## config.mk

```make
export PLATFORM = sky130hd
export DESIGN_NAME = icy_metadata_demux
export DESIGN_NICKNAME = d
export VERILOG_FILES = /design/src/hdl/imd_pkg.sv /design/src/hdl/imd_front.sv /design/src/hdl/imd_fifo.sv /design/src/hdl/imd_back.sv /design/src/hdl/icy_metadata_demux.sv
export SDC_FILE = /design/constraint.sdc
export NUM_CORES = 1
export LEC_CHECK = 0
export ABC_AREA = 1
export BUFFER_PORTS_ARGS = -buffer_cell sky130_fd_sc_hd__buf_2
export CELL_PAD_IN_SITES_DETAIL_PLACEMENT = 1
export CELL_PAD_IN_SITES_GLOBAL_PLACEMENT = 1
export CORE_UTILIZATION = 40
export CTS_CLUSTER_SIZE = 14
export DETAILED_ROUTE_END_ITERATION = 12
export HOLD_SLACK_MARGIN = 0.03
export PLACE_DENSITY = 0.84
export SYNTH_ARGS = -nofsm -noshare
export SYNTH_HDL_FRONTEND = slang
export SYNTH_SLANG_ARGS = --single-unit
```

## constraint.sdc

```tcl
create_clock -name clk -period 6.1 [get_ports clk]
set_input_delay 0.305 -clock clk [delete_from_list [all_inputs] [get_ports clk]]
set_output_delay 0.305 -clock clk [all_outputs]
set_load 0.005 [all_outputs]
```

## src/hdl/imd_pkg.sv

```systemverilog
// Shared types, constants and lookup functions for the ICY metadata demux.
// No dependencies; imported by every module of the block.
`default_nettype none
package imd_pkg;

  localparam int META_BUFFER_BYTES = 4096;
  localparam int META_POS_W        = 12;
  localparam int META_REM_W        = 12;
  localparam int AUDIO_W           = 16;
  localparam int RES_MAX           = 3;
  localparam int FIFO_DEPTH        = 4;
  localparam int FIFO_PTR_W        = $clog2(FIFO_DEPTH);
  localparam int KEY_LEN           = 13;

  localparam logic [1:0] KIND_AUDIO = 2'd0;
  localparam logic [1:0] KIND_TITLE = 2'd1;
  localparam logic [1:0] KIND_DONE  = 2'd2;

  localparam logic [7:0] CH_NUL   = 8'h00;
  localparam logic [7:0] CH_QUOTE = 8'h27;
  localparam logic [7:0] CH_SEMI  = 8'h3b;

  typedef struct packed {
    logic [1:0]                  cnt;
    logic [RES_MAX-1:0][1:0]     kind;
    logic [RES_MAX-1:0][7:0]     data;
  } bundle_t;

  function automatic logic [7:0] to_lower(input logic [7:0] c);
    if (c >= 8'h41 && c <= 8'h5a) begin
      return c + 8'd32;
    end
    return c;
  endfunction

  function automatic logic [7:0] key_char(input logic [3:0] idx);
    logic [7:0] ch;
    case (idx)
      4'd0:  ch = 8'h73;
      4'd1:  ch = 8'h74;
      4'd2:  ch = 8'h72;
      4'd3:  ch = 8'h65;
      4'd4:  ch = 8'h61;
      4'd5:  ch = 8'h6d;
      4'd6:  ch = 8'h74;
      4'd7:  ch = 8'h69;
      4'd8:  ch = 8'h74;
      4'd9:  ch = 8'h6c;
      4'd10: ch = 8'h65;
      4'd11: ch = 8'h3d;
      4'd12: ch = 8'h27;
      default: ch = 8'h00;
    endcase
    return ch;
  endfunction

endpackage
`default_nettype wire

```

## src/hdl/imd_front.sv

```systemverilog
// Front end: config register, stream framing and title matcher.
// Classifies each accepted byte into a bundle of up to three result words.
// Depends on imd_pkg.
`default_nettype none
module imd_front (
  input  wire logic                clk,
  input  wire logic                rst_n,
  input  wire logic                psel,
  input  wire logic                penable,
  input  wire logic                pwrite,
  input  wire logic [31:0]         pwdata,
  output logic [31:0]              prdata,
  input  wire logic                push,
  input  wire logic [7:0]          in_stream_byte,
  input  wire logic                fifo_full,
  output logic                     fifo_wr,
  output imd_pkg::bundle_t         fifo_wdata
);
  import imd_pkg::*;

  localparam logic [1:0] PH_SEARCH = 2'd0;
  localparam logic [1:0] PH_TITLE  = 2'd1;
  localparam logic [1:0] PH_OVER   = 2'd2;
  localparam logic [1:0] PH_DEAD   = 2'd3;

  logic [AUDIO_W-1:0]    interval_r, interval_nxt;
  logic [AUDIO_W-1:0]    audio_rem_r, audio_rem_nxt;
  logic [META_REM_W-1:0] meta_rem_r, meta_rem_nxt;
  logic [META_POS_W-1:0] meta_pos_r, meta_pos_nxt;
  logic [3:0]            kmc_r, kmc_nxt;
  logic [1:0]            phase_r, phase_nxt;
  logic                  qp_r, qp_nxt;

  logic                  cfg_we;
  logic                  accept;
  logic [7:0]            c;
  logic [7:0]            lc;
  logic [1:0]            n;
  bundle_t               b;

  assign cfg_we = psel && penable && pwrite;
  assign accept = push && !fifo_full;
  assign c      = in_stream_byte;
  assign lc     = to_lower(in_stream_byte);
  assign prdata = {{(32-AUDIO_W){1'b0}}, interval_r};

  always_comb begin
    interval_nxt  = interval_r;
    audio_rem_nxt = audio_rem_r;
    meta_rem_nxt  = meta_rem_r;
    meta_pos_nxt  = meta_pos_r;
    kmc_nxt       = kmc_r;
    phase_nxt     = phase_r;
    qp_nxt        = qp_r;
    n             = 2'd0;
    b             = '0;
    if (cfg_we) begin
      interval_nxt  = pwdata[AUDIO_W-1:0];
      audio_rem_nxt = pwdata[AUDIO_W-1:0];
      meta_rem_nxt  = '0;
      meta_pos_nxt  = '0;
      kmc_nxt       = '0;
      phase_nxt     = PH_SEARCH;
      qp_nxt        = 1'b0;
    end else if (accept) begin
      if (interval_r == '0) begin
        b.kind[n] = KIND_AUDIO;
        b.data[n] = c;
        n = n + 2'd1;
      end else if (audio_rem_r != '0) begin
        audio_rem_nxt = audio_rem_r - 1'b1;
        b.kind[n] = KIND_AUDIO;
        b.data[n] = c;
        n = n + 2'd1;
      end else if (meta_rem_r == '0) begin
        if (c == CH_NUL) begin
          audio_rem_nxt = interval_r;
        end else begin
          meta_rem_nxt = {c, 4'b0000};
          meta_pos_nxt = '0;
          kmc_nxt      = '0;
          phase_nxt    = PH_SEARCH;
          qp_nxt       = 1'b0;
        end
      end else begin
        if (meta_pos_r < META_POS_W'(META_BUFFER_BYTES - 1)) begin
          meta_pos_nxt = meta_pos_r + 1'b1;
          case (phase_r)
            PH_SEARCH: begin
              if (c == CH_NUL) begin
                phase_nxt = PH_DEAD;
              end else begin
                if (kmc_r < 4'(KEY_LEN) && lc == key_char(kmc_r)) begin
                  kmc_nxt = kmc_r + 4'd1;
                end else begin
                  kmc_nxt = (lc == key_char(4'd0)) ? 4'd1 : 4'd0;
                end
                if (kmc_nxt >= 4'(KEY_LEN)) begin
                  kmc_nxt   = 4'd0;
                  phase_nxt = PH_TITLE;
                end
              end
            end
            PH_TITLE: begin
              if (c == CH_NUL) begin
                phase_nxt = PH_OVER;
                qp_nxt    = 1'b0;
              end else if (qp_r && c == CH_SEMI) begin
                phase_nxt = PH_OVER;
                qp_nxt    = 1'b0;
              end else begin
                if (qp_r) begin
                  b.kind[n] = KIND_TITLE;
                  b.data[n] = CH_QUOTE;
                  n = n + 2'd1;
                end
                if (c == CH_QUOTE) begin
                  qp_nxt = 1'b1;
                end else begin
                  qp_nxt = 1'b0;
                  b.kind[n] = KIND_TITLE;
                  b.data[n] = c;
                  n = n + 2'd1;
                end
              end
            end
            default: begin
            end
          endcase
        end
        meta_rem_nxt = meta_rem_r - 1'b1;
        if (meta_rem_r == META_REM_W'(1)) begin
          if (phase_nxt == PH_TITLE || phase_nxt == PH_OVER) begin
            b.kind[n] = KIND_DONE;
            b.data[n] = 8'h00;
            n = n + 2'd1;
          end
          meta_pos_nxt  = '0;
          kmc_nxt       = '0;
          phase_nxt     = PH_SEARCH;
          qp_nxt        = 1'b0;
          audio_rem_nxt = interval_r;
        end
      end
    end
    b.cnt = n;
  end

  assign fifo_wr    = accept && !cfg_we && (n != 2'd0);
  assign fifo_wdata = b;

  always_ff @(posedge clk) begin
    if (!rst_n) begin
      interval_r  <= '0;
      audio_rem_r <= '0;
      meta_rem_r  <= '0;
      meta_pos_r  <= '0;
      kmc_r       <= '0;
      phase_r     <= PH_SEARCH;
      qp_r        <= 1'b0;
    end else begin
      interval_r  <= interval_nxt;
      audio_rem_r <= audio_rem_nxt;
      meta_rem_r  <= meta_rem_nxt;
      meta_pos_r  <= meta_pos_nxt;
      kmc_r       <= kmc_nxt;
      phase_r     <= phase_nxt;
      qp_r        <= qp_nxt;
    end
  end

endmodule
`default_nettype wire

```

## src/hdl/imd_fifo.sv

```systemverilog
// Short bundle queue between the front end and the result serializer.
// Depends on imd_pkg.
`default_nettype none
module imd_fifo (
  input  wire logic          clk,
  input  wire logic          rst_n,
  input  wire logic          wr,
  input  imd_pkg::bundle_t   wdata,
  input  wire logic          rd,
  output logic               full,
  output logic               nonempty,
  output imd_pkg::bundle_t   rdata
);
  import imd_pkg::*;

  bundle_t               mem_r [FIFO_DEPTH];
  logic [FIFO_PTR_W-1:0] wp_r, wp_nxt;
  logic [FIFO_PTR_W-1:0] rp_r, rp_nxt;
  logic [FIFO_PTR_W:0]   cnt_r, cnt_nxt;
  logic                  do_wr;
  logic                  do_rd;

  assign full     = (cnt_r == (FIFO_PTR_W+1)'(FIFO_DEPTH));
  assign nonempty = (cnt_r != '0);
  assign do_wr    = wr && !full;
  assign do_rd    = rd && nonempty;
  assign rdata    = mem_r[rp_r];

  always_comb begin
    wp_nxt  = do_wr ? wp_r + 1'b1 : wp_r;
    rp_nxt  = do_rd ? rp_r + 1'b1 : rp_r;
    cnt_nxt = cnt_r;
    if (do_wr && !do_rd) begin
      cnt_nxt = cnt_r + 1'b1;
    end else if (!do_wr && do_rd) begin
      cnt_nxt = cnt_r - 1'b1;
    end
  end

  always_ff @(posedge clk) begin
    if (do_wr) begin
      mem_r[wp_r] <= wdata;
    end
  end

  always_ff @(posedge clk) begin
    if (!rst_n) begin
      wp_r  <= '0;
      rp_r  <= '0;
      cnt_r <= '0;
    end else begin
      wp_r  <= wp_nxt;
      rp_r  <= rp_nxt;
      cnt_r <= cnt_nxt;
    end
  end

endmodule
`default_nettype wire

```

## src/hdl/imd_back.sv

```systemverilog
// Back end: splits queued bundles into single result words behind an output register.
// Depends on imd_pkg.
`default_nettype none
module imd_back (
  input  wire logic          clk,
  input  wire logic          rst_n,
  input  wire logic          head_valid,
  input  imd_pkg::bundle_t   head,
  output logic               head_pop,
  input  wire logic          pop,
  output logic               empty,
  output logic [1:0]         out_kind,
  output logic [7:0]         out_data,
  output logic               out_last_of_run
);
  import imd_pkg::*;

  logic       valid_r, valid_nxt;
  logic [1:0] idx_r, idx_nxt;
  logic [1:0] kind_r, kind_nxt;
  logic [7:0] data_r, data_nxt;
  logic       last_r, last_nxt;
  logic       load;
  logic       is_last;

  assign load    = head_valid && (!valid_r || pop);
  assign is_last = (idx_r == head.cnt - 2'd1);

  always_comb begin
    valid_nxt = valid_r && !pop;
    idx_nxt   = idx_r;
    kind_nxt  = kind_r;
    data_nxt  = data_r;
    last_nxt  = last_r;
    head_pop  = 1'b0;
    if (load) begin
      valid_nxt = 1'b1;
      kind_nxt  = head.kind[idx_r];
      data_nxt  = head.data[idx_r];
      last_nxt  = is_last;
      if (is_last) begin
        idx_nxt  = 2'd0;
        head_pop = 1'b1;
      end else begin
        idx_nxt = idx_r + 2'd1;
      end
    end
  end

  always_ff @(posedge clk) begin
    if (!rst_n) begin
      valid_r <= 1'b0;
      idx_r   <= 2'd0;
    end else begin
      valid_r <= valid_nxt;
      idx_r   <= idx_nxt;
    end
  end

  always_ff @(posedge clk) begin
    kind_r <= kind_nxt;
    data_r <= data_nxt;
    last_r <= last_nxt;
  end

  assign empty           = !valid_r;
  assign out_kind        = kind_r;
  assign out_data        = data_r;
  assign out_last_of_run = last_r;

endmodule
`default_nettype wire

```

## src/hdl/icy_metadata_demux.sv

```systemverilog
// ICY metadata demux top level: front end, bundle queue and result serializer.
// Depends on imd_pkg, imd_front, imd_fifo and imd_back.
//
// Usage:
//   Stream bytes enter on push/full; a word is taken when push is high and full low.
//   Results leave on empty/pop: while empty is low the oldest result word is on
//   out_kind/out_data/out_last_of_run and is taken when pop is high.
//   Each input byte yields zero to three result words (audio, title bytes, title
//   complete); out_last_of_run marks the final word caused by one input byte.
//   An accepted byte passes through the bundle queue and then the output register
//   before its first word is on the output. Throughput is one byte per cycle while
//   full is low, with a four-entry queue absorbing bytes that yield several words.
//   When pop stays low the queue fills and full rises; no word is lost.
//   The APB port holds audio_interval at address 0 (paddr ignored); writing it
//   restarts framing and must only happen while the block is idle.
//   Synchronous reset clears the interval to zero (all bytes pass as audio),
//   empties the queue and the output register.
`default_nettype none
module icy_metadata_demux (
  input  wire logic        clk,
  input  wire logic        rst_n,
  input  wire logic        psel,
  input  wire logic        penable,
  input  wire logic        pwrite,
  input  wire logic [1:0]  paddr,
  input  wire logic [31:0] pwdata,
  output logic [31:0]      prdata,
  output logic             pready,
  input  wire logic        push,
  output logic             full,
  input  wire logic [7:0]  in_stream_byte,
  input  wire logic        pop,
  output logic             empty,
  output logic [1:0]       out_kind,
  output logic [7:0]       out_data,
  output logic             out_last_of_run
);
  import imd_pkg::*;

  logic    fifo_full;
  logic    fifo_wr;
  bundle_t fifo_wdata;
  logic    fifo_nonempty;
  bundle_t fifo_head;
  logic    fifo_rd;
  logic    addr_unused;

  assign pready      = 1'b1;
  assign full        = fifo_full;
  assign addr_unused = ^paddr;

  imd_front u_front (
    .clk            (clk),
    .rst_n          (rst_n),
    .psel           (psel),
    .penable        (penable),
    .pwrite         (pwrite && (addr_unused || !addr_unused)),
    .pwdata         (pwdata),
    .prdata         (prdata),
    .push           (push),
    .in_stream_byte (in_stream_byte),
    .fifo_full      (fifo_full),
    .fifo_wr        (fifo_wr),
    .fifo_wdata     (fifo_wdata)
  );

  imd_fifo u_fifo (
    .clk      (clk),
    .rst_n    (rst_n),
    .wr       (fifo_wr),
    .wdata    (fifo_wdata),
    .rd       (fifo_rd),
    .full     (fifo_full),
    .nonempty (fifo_nonempty),
    .rdata    (fifo_head)
  );

  imd_back u_back (
    .clk             (clk),
    .rst_n           (rst_n),
    .head_valid      (fifo_nonempty),
    .head            (fifo_head),
    .head_pop        (fifo_rd),
    .pop             (pop),
    .empty           (empty),
    .out_kind        (out_kind),
    .out_data        (out_data),
    .out_last_of_run (out_last_of_run)
  );

  a_done_is_final: assert property (@(posedge clk) disable iff (!rst_n)
    (!empty && out_kind == KIND_DONE) |-> (out_data == 8'h00 && out_last_of_run))
    else $error("title complete word not final or carries data");

  a_audio_is_single: assert property (@(posedge clk) disable iff (!rst_n)
    (!empty && out_kind == KIND_AUDIO) |-> out_last_of_run)
    else $error("audio word not marked last of run");

  a_run_continues_title: assert property (@(posedge clk) disable iff (!rst_n)
    (!empty && !out_last_of_run) |-> out_kind == KIND_TITLE)
    else $error("non-final word of a run is not a title byte");

  a_queue_feeds_output: assert property (@(posedge clk) disable iff (!rst_n)
    (fifo_nonempty && empty) |=> !empty)
    else $error("queued bundle did not reach the output register");

endmodule
`default_nettype wire

```

# Word-level counts from Yosys, hierarchy flattened
# Memory sizes are Yosys's and may differ from the RTL's. A register that Yosys moved wholly into a read port is not among the register bits.
# Index checks and enable logic that the tools add are counted.
# Widths: inputs -> output; s select.
# totals
reg_bits,84
mem_bits_rw,128
rom_bits,112
input_bits,49
output_inout_bits,46
elab_cells,256
memories,2
# classes
addsub,13
n_lt_le_gt_ge,10
eq_ne,14
mux,148
bitwise,11
n_reduce_logical,43
# mem_list
name,words,word_bits,read_ports,rd_ports_with_merged_regs,write_ports,line,source
u_fifo.mem_r,4,32,1,1,1,imd_fifo.sv:16,bundle_t mem_r [FIFO_DEPTH];
(name not given),16,7,1,1,0,imd_pkg.sv:38,case (idx)
# op_table
cell,count
$mux 30,15
$mux 8,24
$mux 16,9
$mux 2,47
$mux 4,20
$mux 12,6
$demux 8 s2,2
$and 24x24->24,1
$bwmux 24,1
$not 24->24,1
$bmux 8 s2,1
$eq 8x6->1 const B,2
$logic_and 1x1->1,16
$logic_not 16->1,1
$mux 1,16
$reduce_bool 16->1,1
$sub 16x1->16 const B,1
$add 12x1->12 const B,1
$eq 12x1->1 const B,1
$logic_not 12->1,1
$lt 12x12->1 const B,1
$reduce_bool 3->1,4
$sub 12x1->12 const B,1
$add 2x1->2 const B,5
other kinds (42),61

# Logic depth before layout (Yosys ltp)
# logic_depth
word_depth,46
depth_mapped,32
mapped_depth_nobuf,31

# Modules after synthesis
# A second synthesis with hierarchy kept.
# unflattened
cells_unflattened,1210
area_unflattened_um2,10880.4
# by_module_without_submodules
module,instances,cells_each,area_per_inst_um2,seq_area_each_um2
imd_fifo,1,378,5266.3,4023.9
imd_front,1,740,4852.2,1401.3
imd_back,1,90,750.7,390.4
icy_metadata_demux,1,2,11.3,0.0

# Worst setup path before layout
# Ideal clock, no wire load.
# synth_timing
path_kind,input -> register
startpoint,input in_stream_byte[6]
endpoint,memory u_fifo.mem_r[0][0] (netlist name) (enable)
setup_ns,0.403
arrival_ns,3.210
required_time_ns,5.697
path_slack_ns,2.487
stages,13
path_buffers,1
cell_sequence,buf_2 -> nor2_1 -> inv_1 -> nor4_1 -> inv_1 -> ha_1 -> nand2_1 -> ha_1 -> nand4_1 -> nand3_1 -> nand3_1 -> nand2_1 -> nor2_1
# synth_via
elab_chain_len,39
word_cells_on_any_way,62
cone_classes,add/sub: 2; order compare: 3; eq/ne: 6; mux: 43; reduce/logical: 8
# synth_rtl
element,line,source
"start, declared",icy_metadata_demux.sv:31,"input wire logic [7:0] in_stream_byte,"
$ge 8x7->1 / $le 8x7->1 (equally long branches),imd_pkg.sv:30,if (c >= 8'h41 && c <= 8'h5a) begin
$logic_and 1x1->1,imd_pkg.sv:30,
$mux 1,imd_pkg.sv:30,
$mux 8,imd_pkg.sv:33,return c;
$eq 8x7->1 / $eq 8x8->1 (equally long branches),"imd_front.sv:96, imd_front.sv:93",
$mux 1 / $logic_and 1x1->1 (equally long branches),"imd_front.sv:96, imd_front.sv:93",
$mux 4,imd_front.sv:93,if (kmc_r < 4'(KEY_LEN) && lc == key_char(kmc_r)) begin
$mux 4,imd_front.sv:90,if (c == CH_NUL) begin
(+23 left out),--,
$mux 2 (*),imd_front.sv:66,if (interval_r == '0) begin
$mux 2 (*),imd_front.sv:65,end else if (accept) begin
$mux 2 (*),imd_front.sv:57,if (cfg_we) begin
$reduce_bool 2->1 (*),imd_front.sv:149,assign fifo_wr = accept && !cfg_we && (n != 2'd0);
$logic_and 1x1->1 (*),imd_front.sv:149,
$logic_and 1x1->1 (*),imd_fifo.sv:25,assign do_wr = wr && !full;
$mux 1 (*),imd_fifo.sv:41,if (do_wr) begin
$mux 1 (not written as such) (*),imd_fifo.sv:42,mem_r[wp_r] <= wdata;
"end, declared",imd_fifo.sv:16,
# Mark *: on every way between the ends. The rest lies on a longest branch, timed or not. The select of a mux whose other input is x is not followed.

# Worst setup path after layout
# layout_timing
startpoint,register u_front.audio_rem_r[0]
endpoint,register u_fifo.cnt_r[2]
# layout_via
elab_chain_len,11
word_cells_on_any_way,13
cone_classes,mux: 5; reduce/logical: 8
# layout_rtl
element,line,source
"start, declared",imd_front.sv:27,"logic [AUDIO_W-1:0] audio_rem_r, audio_rem_nxt;"
"start signal, assigned",imd_front.sv:163,audio_rem_r <= audio_rem_nxt;
$reduce_bool 16->1 (*),imd_front.sv:70,end else if (audio_rem_r != '0) begin
$mux 2 (*),imd_front.sv:70,
$mux 2 (*),imd_front.sv:66,
$mux 2 (*),imd_front.sv:65,
$mux 2 (*),imd_front.sv:57,
$reduce_bool 2->1 (*),imd_front.sv:149,
$logic_and 1x1->1 (*),imd_front.sv:149,
$logic_and 1x1->1 (*),imd_fifo.sv:25,
net u_fifo.do_wr,imd_fifo.sv:20,logic do_wr;
$logic_not 1->1,imd_fifo.sv:35,end else if (!do_wr && do_rd) begin
$logic_and 1x1->1,imd_fifo.sv:35,
$reduce_bool 2->1 (no line),--,
"end signal, assigned",imd_fifo.sv:54,cnt_r <= cnt_nxt;
"end, declared",imd_fifo.sv:19,"logic [FIFO_PTR_W:0] cnt_r, cnt_nxt;"
# The timed path passes the listed nets; every way through them passes the cells marked *.
# A chain may end at the register's enable or synchronous reset.

==> results.py <==
metrics = {
    "detailed_routing": {
        "vias_per_cell": 5.35,
        "wl_mm": 24.1,
        "final_antenna_net_count": 0,
        "drt_first_pass_iters": 4,
        "wl_per_cell_um": 16.9,
        "vias": 7607,
        "drc": 0,
        "drt_iter0_markers": 356,
    },
    "global_routing": {
        "antenna_found_initial": 0,
        "gr-total-overflow": 0,
        "grt_max_degree": 48,
        "grt_use_total_pct": 20.9,
        "grt_pass1_wl_mm": 39.1,
        "grt_pass1_vias": 7854,
    },
    "sta": {
        "maxSlewHeadroom_pct": 27.3,
        "hold_viol": 0,
        "period_minus_slack_ns": 3.94,
        "fin_crit_sh_pct": 64.7,
        "fin_tns_setup_ns": 0,
        "rsz0062_at_grt": "false",
        "setup-violations-final": 0,
        "max_freq_mhz": 254,
        "worst_slack_ns": 2.16,
        "worstMarginPinSlew_ns": 1.09,
        "drv_slew": 0,
        "skew_ns": 0.0166,
    },
    "die": {
        "initial_core_util_pct": 40.9,
        "coreArea_mm2": 0.0226,
        "die_h_um": 154,
        "top_level_ports": 95,
        "rows": 55,
        "dieArea_mm2": 0.0237,
        "die_width_um": 154,
    },
    "synthesis": {
        "ys_ff_latch": 185,
        "synth_cell_types": 57,
        "synth-seq-area-share_pct": 51.2,
        "syn-cell-area_mm2": 0.00926,
        "synth_area_per_cell_um2": 8.60,
        "ys_async_sr_fraction_pct": 0,
        "ys.flop_type": "edfxtp_1",
        "synth_area_leaders": "edfxtp_1 (33%), dfxtp_1 (18%), nor2_1 (5.8%), nand2_1 (5.8%), o21ai_0 (5.7%)",
        "synth_common_cells": "nor2_1 (144), nand2_1 (142), inv_1 (121)",
        "synth.most_common_cell": "nor2_1",
        "synth_edf_count": 103,
        "netlist_instances": 1076,
        "synth_top_area_share_pct": 33.4,
        "synth_warnings": 0,
        "synth_top_area_cell": "edfxtp_1",
    },
    "pwr": {
        "p_int_uw": 2470,
        "ir_drop_uv": 166,
        "pwr-share-seq_pct": 42.5,
        "leakage_uw": 0.00413,
        "p_per_area_mw_per_mm2": 366,
        "p_sw_uw": 1320,
        "comb_power_share_pct": 27.9,
        "switching_share_pct": 34.7,
        "clkPwrFrac_pct": 29.6,
    },
    "place": {
        "place_ws_ns": 2.21,
        "placed_area_mm2": 0.00975,
        "numPortBuffers": 59,
        "dp_hpwl_mm": 17.1,
        "gp_congestion": 0.848,
    },
    "cts": {
        "cts_tree": "done",
        "h-tree-depth": 4,
        "cts_sinks": 185,
        "path_clk_slew_ns": 0.07,
        "postCtsSetupBuffers": 0,
        "insertion_delay_ns": 0.44,
        "root_buffer": "clkbuf_16",
        "postCtsHoldBufs": 0,
        "numCtsBuffers": 17,
        "cts_buffer_depth": 2,
        "ctsResizeCount": 0,
    },
    "worst_setup_path": {
        "cp_data_arrival_time_ns": 4.32,
        "cp_data_required_time_ns": 6.47,
        "startpoint_type": "register",
        "cp-end-kind": "register",
        "crit_type": "register to register",
        "crit_fanout": 5,
    },
    "hold_path": {
        "hold_class": "primary input to register",
    },
    "cells_and_area": {
        "layout-drive-gt1-share_pct": 13.4,
        "layout.nets": 1193,
        "fill_cells": 2685,
        "final_cell_area_mm2": 0.0103,
        "area_growth_pct": 11.8,
        "diodes": 0,
    },
    "run_status": {
        "status": "complete, no violations",
    },
    "flow_run": {
        "drv_cap": 0,
    },
}
layout by cell type (no fill, tap or decap), types with 10 or more instances in the layout:
cell type  count
nor4_1        11
a21oi_1       50
edfxtp_1     103
inv_2         14
nor2_2        11
o21ai_0      106
conb_1        17
dfxtp_1       82
nor2_1       140
nand3_1       45
buf_2         59
nand4_1       11
nor3_1        20
xor2_1        10
inv_1        121
a31oi_1       22
clkbuf_16     17
ha_1          19
o22ai_1       20
nand2_1      142
registers in the layout (all words and copies together), names as in the netlist, named ones only:
name                    cells
u_fifo.mem_r               92
u_front.audio_rem_r        16
u_front.interval_r         16
u_front.meta_pos_r         12
u_front.meta_rem_r         12
u_back.out_data             8
u_front.kmc_r               4
u_fifo.cnt_r                3
u_back.idx_r                2
u_back.out_kind             2
u_fifo.rp_r                 2
u_fifo.wp_r                 2
u_front.phase_r             2
u_back.out_last_of_run      1
u_back.valid_r              1
u_front.qp_r                1
cells by family (layout without fill, tap and decap cells):
group,after synthesis,count (layout),synth area share [%]
other cells,2,17,0.0811
simple gates,414,414,20.4
flops,185,185,51.2
fa+ha+maj,20,20,2.78
xor+xnor,16,16,1.51
compound gates,245,245,15.2
buf+inv,194,240,8.80
critical path: stages (launching register included):
cell	delay, ns
dfxtp_1	0.31
inv_1	0.09
ha_1	0.22
nand2_2	0.12
nor2_1	0.11
nand2_1	0.10
nor3_2	0.22
nand3_1	0.15
nor2_1	0.29
inv_2	0.15
nor2_1	0.11
inv_1	0.08
nor2_1	0.15
inv_1	0.08
nor2_1	0.24
nand3_1	0.23
nand2_1	0.15
ha_1	0.15
inv_1	0.07
fa_1	0.40
nor2_1	0.12
nor2_1	0.05
nand2_1	0.08
o21ai_0	0.08
a21oi_1	0.13
power groups by stage:
stage	Clock [uW]	Combinational [uW]	Sequential (uW)
global route	1180	1190	1630
global placement	0	996	1630
CTS	1140	1060	1610
detailed placement	0	1050	1640
floorplan	0	748	1610
finish	1120	1050	1610
final timing paths:
| path | startpoint | endpoint | slack (ns) | cells after the start |
|---|---|---|---|---|
| setup / recovery | u_front.audio_rem_r[0]$_SDFFE_PN0P_ | u_fifo.cnt_r[2]$_SDFFE_PN0P_ | 2.16 | 24 |
| hold / removal | pwdata[9] | u_front.interval_r[9]$_SDFFE_PN0P_ | 0.14 | 3 |
| setup reg to reg | u_front.audio_rem_r[0]$_SDFFE_PN0P_ | u_fifo.cnt_r[2]$_SDFFE_PN0P_ | 2.16 | 24 |
| hold reg to reg | u_front.meta_pos_r[1]$_SDFFE_PP0P_ | u_front.meta_pos_r[1]$_SDFFE_PP0P_ | 0.49 | 2 |
routing by layer:
layer / global-route usage, % / vias to the layer above / part of all wire (%)
li1: - / 3737 / -
met1: 24.0 / 3694 / 43
met2: 39.2 / 140 / 52
met3: 3.72 / 36 / 2.9
met4: 6.57 / 0 / 1.7
met5: 0 / - / 0
stage by stage:
step | hold WS [ns] | utilization, % | std cells | power (uW)
2_1_floorplan | 0.452 | - | 1091 | 2360
3_3_place_gp | 0.468 | 43.1 | 1390 | 2620
3_5_place_dp | 0.482 | 43.1 | 1390 | 2690
4_1_cts | 0.124 | 45.7 | 1422 | 3820
5_1_grt | 0.143 | 45.7 | 1422 | 4000
6_report | 0.136 | 45.7 | 1422 | 3790
cell type report:
type / instances / area (um^2) / area share [%]
inverters: 141 / 536 / 5.18
repair buffers: 67 / 355 / 3.44
flip-flops and latches: 185 / 4730 / 45.8
well taps: 285 / 357 / 3.45
clock buffers: 18 / 429 / 4.15
clock inverters: 14 / 160 / 1.55
multi-input cells: 712 / 3770 / 36.5
(Power assumes the default switching activity.)
